<file path="src/rtl/rpce_pkg.sv">
// Package: word types and constants for the run-length pair-count encoder.
`default_nettype none

package rpce_pkg;

  localparam int unsigned ByteW = 8;
  // output queue slots: two words per input plus one in flight
  localparam int unsigned QueueDepth = 3;
  localparam int unsigned QueueCntW = $clog2(QueueDepth + 1);
  localparam logic [ByteW-1:0] MaxRepeatsReset = 8'd255;

  typedef struct packed {
    logic [ByteW-1:0] data_byte;
    logic             end_of_stream;
  } in_t;

  typedef struct packed {
    logic [ByteW-1:0] code_byte;
    logic             is_count;
    logic             last_of_burst;
  } out_t;

endpackage

`default_nettype wire

</file>
<file path="src/rtl/rle_pair_count_encoder.sv">
// Top level: streaming byte run-length encoder with double-byte escape.
`default_nettype none

// Takes one byte per cycle while the input is ready. Each byte updates the run
// state in the same cycle and pushes zero, one or two words into a three-entry
// output queue whose head drives the output port. Input is ready while the
// queue holds at most one word, so with a steady output one byte is taken every
// cycle; a byte that produces two words (count then literal, or literal then a
// flushed count) can hold the input back while the single output port drains
// them. Bytes that only extend a run produce nothing unless the count reaches
// max_repeats or the stream ends. Words are registered in the queue before the
// output. The max_repeats register is written through the always-ready cfg port.
module rle_pair_count_encoder
  import rpce_pkg::*;
(
  input  wire              clk_i,
  input  wire              rst_ni,
  input  wire              in_valid_i,
  output logic             in_ready_o,
  input  in_t              in_data_i,
  output logic             out_valid_o,
  input  wire              out_ready_i,
  output out_t             out_data_o,
  input  wire              cfg_valid_i,
  output logic             cfg_ready_o,
  input  wire [ByteW-1:0]  cfg_data_i
);

  logic [ByteW-1:0] max_repeats_q;
  logic [ByteW-1:0] prev_byte_q, prev_byte_d;
  logic             prev_valid_q, prev_valid_d;
  logic             run_open_q, run_open_d;
  logic [ByteW-1:0] count_q, count_d;

  out_t                 queue_q [QueueDepth];
  out_t                 queue_d [QueueDepth];
  logic [QueueCntW-1:0] cnt_q, cnt_d;

  logic             accept, pop;
  logic [1:0]       n_res;
  out_t             res0, res1;
  logic [ByteW-1:0] count_inc;
  logic [QueueCntW-1:0] base;

  assign cfg_ready_o = 1'b1;
  assign in_ready_o  = (cnt_q <= QueueCntW'(1));
  assign accept      = in_valid_i & in_ready_o;
  assign out_valid_o = (cnt_q != '0);
  assign out_data_o  = queue_q[0];
  assign pop         = out_valid_o & out_ready_i;
  assign count_inc   = count_q + 8'd1;

  // run state update and result words for one input byte
  always_comb begin
    prev_byte_d  = prev_byte_q;
    prev_valid_d = prev_valid_q;
    run_open_d   = run_open_q;
    count_d      = count_q;
    n_res        = 2'd0;
    res0         = '{code_byte: in_data_i.data_byte, is_count: 1'b0, last_of_burst: 1'b0};
    res1         = res0;
    if (run_open_q) begin
      if (in_data_i.data_byte == prev_byte_q) begin
        count_d = count_inc;
        if (count_inc >= max_repeats_q) begin
          res0         = '{code_byte: count_inc, is_count: 1'b1, last_of_burst: 1'b0};
          n_res        = 2'd1;
          run_open_d   = 1'b0;
          count_d      = '0;
          prev_valid_d = 1'b0;
        end
      end else begin
        res0         = '{code_byte: count_q, is_count: 1'b1, last_of_burst: 1'b0};
        res1         = '{code_byte: in_data_i.data_byte, is_count: 1'b0,
                         last_of_burst: 1'b0};
        n_res        = 2'd2;
        run_open_d   = 1'b0;
        count_d      = '0;
        prev_byte_d  = in_data_i.data_byte;
        prev_valid_d = 1'b1;
      end
    end else begin
      n_res = 2'd1;
      if (prev_valid_q && in_data_i.data_byte == prev_byte_q) begin
        run_open_d = 1'b1;
        count_d    = '0;
      end else begin
        prev_byte_d  = in_data_i.data_byte;
        prev_valid_d = 1'b1;
      end
    end
    if (in_data_i.end_of_stream) begin
      // flush a run still open after this byte: alone when the byte only
      // extended it, behind the literal when the byte opened it
      if (run_open_d) begin
        if (n_res == 2'd0) begin
          res0  = '{code_byte: count_d, is_count: 1'b1, last_of_burst: 1'b0};
          n_res = 2'd1;
        end else begin
          res1  = '{code_byte: count_d, is_count: 1'b1, last_of_burst: 1'b0};
          n_res = 2'd2;
        end
      end
      prev_byte_d  = '0;
      prev_valid_d = 1'b0;
      run_open_d   = 1'b0;
      count_d      = '0;
    end
    if (n_res == 2'd1) begin
      res0.last_of_burst = 1'b1;
    end
    if (n_res == 2'd2) begin
      res1.last_of_burst = 1'b1;
    end
  end

  // output queue: shift on pop, append new words behind the survivors
  always_comb begin
    base = cnt_q - QueueCntW'(pop);
    for (int i = 0; i < QueueDepth; i++) begin
      if (pop && i < QueueDepth - 1) begin
        queue_d[i] = queue_q[i+1];
      end else begin
        queue_d[i] = queue_q[i];
      end
      if (accept && n_res != 2'd0 && QueueCntW'(i) == base) begin
        queue_d[i] = res0;
      end
      if (accept && n_res == 2'd2 && QueueCntW'(i) == base + QueueCntW'(1)) begin
        queue_d[i] = res1;
      end
    end
    cnt_d = accept ? base + QueueCntW'(n_res) : base;
  end

  always_ff @(posedge clk_i or negedge rst_ni) begin
    if (!rst_ni) begin
      max_repeats_q <= MaxRepeatsReset;
      prev_byte_q   <= '0;
      prev_valid_q  <= 1'b0;
      run_open_q    <= 1'b0;
      count_q       <= '0;
      cnt_q         <= '0;
    end else begin
      if (cfg_valid_i) begin
        max_repeats_q <= cfg_data_i;
      end
      if (accept) begin
        prev_byte_q  <= prev_byte_d;
        prev_valid_q <= prev_valid_d;
        run_open_q   <= run_open_d;
        count_q      <= count_d;
      end
      cnt_q <= cnt_d;
    end
  end

  always_ff @(posedge clk_i) begin
    for (int i = 0; i < QueueDepth; i++) begin
      queue_q[i] <= queue_d[i];
    end
  end

endmodule

`default_nettype wire
</file>
<file path="config.mk">
export PLATFORM = sky130hd
export DESIGN_NAME = rle_pair_count_encoder
export DESIGN_NICKNAME = d
export VERILOG_FILES = /design/src/rtl/rpce_pkg.sv /design/src/rtl/rle_pair_count_encoder.sv
export SDC_FILE = /design/constraint.sdc
export NUM_CORES = 1
export LEC_CHECK = 0
export ABC_CLOCK_PERIOD_IN_PS = 3900
export BUFFER_PORTS_ARGS = -buffer_cell sky130_fd_sc_hd__buf_2
export CAP_MARGIN = 20
export CORE_MARGIN = 4
export CORE_UTILIZATION = 54
export CTS_CLUSTER_SIZE = 8
export DETAILED_ROUTE_END_ITERATION = 8
export PLACE_DENSITY = 0.76
export RECOVER_POWER = 50
export SLEW_MARGIN = 30
export SYNTH_ARGS = -nofsm -noshare
export SYNTH_HDL_FRONTEND = slang
export SYNTH_SLANG_ARGS = --single-unit
</file>
<file path="constraint.sdc">
create_clock -name clk_i -period 3.9 [get_ports clk_i]
set_clock_uncertainty 0.2 [all_clocks]
set_input_delay 0.195 -clock clk_i [delete_from_list [all_inputs] [get_ports clk_i]]
set_output_delay 0.195 -clock clk_i [all_outputs]
set_load 0.03 [all_outputs]
</file>
==> impl_metrics.csv <==
group,metric,value,unit
global_route,grt.total_usage,25.8,%
final_layout,drive_gt1_share,22.8,%
setup_path,worst_r2r_path_depth,12,
sta,period_share,95.6,%
synthesis,yosys-top-cells-area,"edfxtp_1, dfrtp_1, dfstp_2, nand2_1, o21ai_0",
sta,finalHoldViolations,0,
pwr,p_per_area,579,mW/mm2
synthesis,synth.distinct_cells,70,
setup_path,crit_required,3780,ps
flow_run,drv_cap,1,
setup_path,crit_path_max_fanout,7,
floorplan,start_util,55.8,%
setup_path,critPathLaunch,"count_q[2]",
status,violations,"capacitance limit, slew limit",
placement,hpwl,7.26,mm
synthesis,avgSynthCellArea,9.88,um2
setup_path,crit_path_end_kind,"flip-flop",
setup_path,worst-path-buf-inv,1,
clock_network,clock_sinks,58,
synthesis,async_flop_share,48.3,%
setup_path,cp.depth,12,
clock_network,clk_path_buf_depth,2,
synthesis,syn_nets,417,
sta,fin_tns_setup,0,ps
final_layout,final_cell_mix,"nand2_1, edfxtp_1, o21ai_0, dlygate4sd3_1",
hold_path,hold_path_depth,2,
global_route,antenna_found_initial,0,
pwr,p_leak,1.77,nW
sta,rsz0062_at_grt,"yes",
placement,place_ws,34.7,ps
clock_network,numCtsBuffers,9,
synthesis,ys_warn_count,0,
drt,vias,3414,
final_layout,nFillCells,528,
setup_path,r2r-start,"count_q[2]",
drt,postRouteAntennaNets,0,
final_layout,nNetsFinal,476,
floorplan,dieArea,0.00843,mm2
setup_path,path_cells,"and3_1, nand4_1, xnor2_2, ha_1, and3_1, nand2_1, a21oi_2, nor2_1, a32o_1, a211oi_1, buf_4, a21oi_1",
synthesis,synth_cells,384,
sta,setup-violations-final,0,
synthesis,yosysTopAreaCell,"edfxtp_1",
floorplan,num_io_pins,35,
synthesis,synth_top_area_share,23.7,%
sta,slew_headroom,-4.26,%
status,status,"complete, but fails checks",
setup_path,start_kind,"flip-flop",
sta,finalMaxSlewViolations,29,
floorplan,die_height,91.8,um
setup_path,setup.worst_path.class,"flip-flop to flip-flop",
hold_path,hp-start,"in_data_i[1]",
setup_path,crit_path_frequent_cell,"and3_1",
synthesis,synth_edf_count,30,
clock_network,clk_pin_slew,80,ps
clock_network,root_buffer,"clkbuf_8",
final_layout,multiInputGateArea,0.00198,mm2
clock_network,cts_setup_buffers,0,
final_layout,register_area,0.00161,mm2
final_layout,final_common_cell,"nand2_1",
drt,vias_per_cell,6.28,
setup_path,arrival,3610,ps
drt,dr.pass1.iters,7,
sta,hold_ws,21.2,ps
drt,first_iter_violations,521,
global_route,grt_pass1_vias,3295,
sta,setup_ws,172,ps
drt,drc,0,
drt,wirelength,10.5,mm
global_route,grt-ovfl-total,0,
floorplan,rows,30,
sta,max_freq,268,MHz
global_route,grt_pass1_wl,17.0,mm
placement,io_buffers,33,
setup_path,slowest_stage,"dfrtp_1",
final_layout,final_core_util,67.6,%
pwr,max-vdd-ir-drop,0.390,mV
pwr,p_total,2.66,mW
synthesis,synthFlopType,"edfxtp_1",
floorplan,die_w,91.8,um
sta,tightest_slew,1560,ps
drt,avgRoutedWirePerCell,19.3,um
final_layout,area_delta_synth_final,21.1,%
sta,period_minus_slack,3730,ps
clock_network,insertion_delay,350,ps
clock_network,cts_tree,"built",
clock_network,cts.htree.levels,3,
floorplan,core_area,0.00679,mm2
setup_path,critPathTopFamily,"compound AO/OA/AOI/OAI gates",
synthesis,synth_area,0.00379,mm2
synthesis,ys_ff_latch,58,
placement,place.gp.congestion,0.973,
global_route,grt_max_degree,29,
hold_path,min_path_type,"input pin to flip-flop",
final_layout,insertedDiodeCount,0,
synthesis,yosysSeqAreaShare,42.5,%
setup_path,cp_slowest_stage_delay,470,ps
[synth_stat cells (7+ instances only)]
master / instances
o21ai_0: 29
a22o_1: 9
dfstp_2: 8
o31ai_1: 7
a21oi_1: 10
nor3_1: 9
nor2_1: 14
a22oi_1: 7
nand2_1: 40
buf_4: 12
nand3_1: 9
clkbuf_1: 13
inv_1: 17
ha_1: 11
dfrtp_1: 20
xnor2_1: 15
edfxtp_1: 30
[layer usage]
layer / global-route usage, % / up-vias / share of wire, %
met5: 0 / - / 0
met4: 9.16 / 0 / 2.3
met3: 6.73 / 20 / 9.4
met2: 39.1 / 193 / 46
met1: 35.8 / 1631 / 43
li1: - / 1570 / -
[sequential cells by signal, summed over array words and instances (netlist names)]
signal         count
queue_q           30
prev_byte_q        8
max_repeats_q      8
prev_valid_q       1
run_open_q         1
count_q            8
cnt_q              2
[cell families (layout without fill, tap and decap cells)]
family / after synthesis / in the layout / share of synthesized area [%]
flip-flops: 58 / 58 / 42.5
AND/OR/NAND/NOR: 110 / 110 / 15.4
AO/OA/AOI/OAI: 130 / 130 / 25.4
adder cells (fa/ha/maj): 11 / 11 / 3.63
XOR/XNOR: 18 / 18 / 4.55
buffers and inverters: 49 / 113 / 6.56
multiplexers: 7 / 7 / 1.91
other: 1 / 1 / 0.0988
[power by group]
part / total [mW] / internal [mW] / switching [mW]
clock network: 0.716 / 0.430 / 0.286
logic: 0.978 / 0.358 / 0.620
registers: 0.965 / 0.870 / 0.0956
[worst paths after layout]
kind	endpoint	slack, ps
max	queue_q[0][16]	170
min	prev_byte_q[0]	20
max reg2reg	queue_q[0][16]	170
min reg2reg	prev_byte_q[6]	340
max in group asynchronous	count_q[3]	2030
min in group asynchronous	count_q[5]	560
[cell type report]
class                   instances  area share, %
clock buffers                   9           2.70
multi-input cells             277           43.1
well taps                      96           2.61
flip-flops and latches         58           35.1
inverters                      18           1.47
clock inverters                 7           2.72
repair buffers                 79           12.4
[per-stage QoR]
step	std cells	area, um2
finish	544	4590
global route	544	4590
detailed placement	503	4070
global placement	503	4070
floorplan	384	3790
CTS	544	4570
[timing repair]
action | in CTS | in global routing
endpoints found under the setup margin | 0 | 38
resized for setup | 0 | 8
hold buffers | 25 | 0
hold endpoints to repair | 31 | 0
Power figures use the tool's default switching activity.
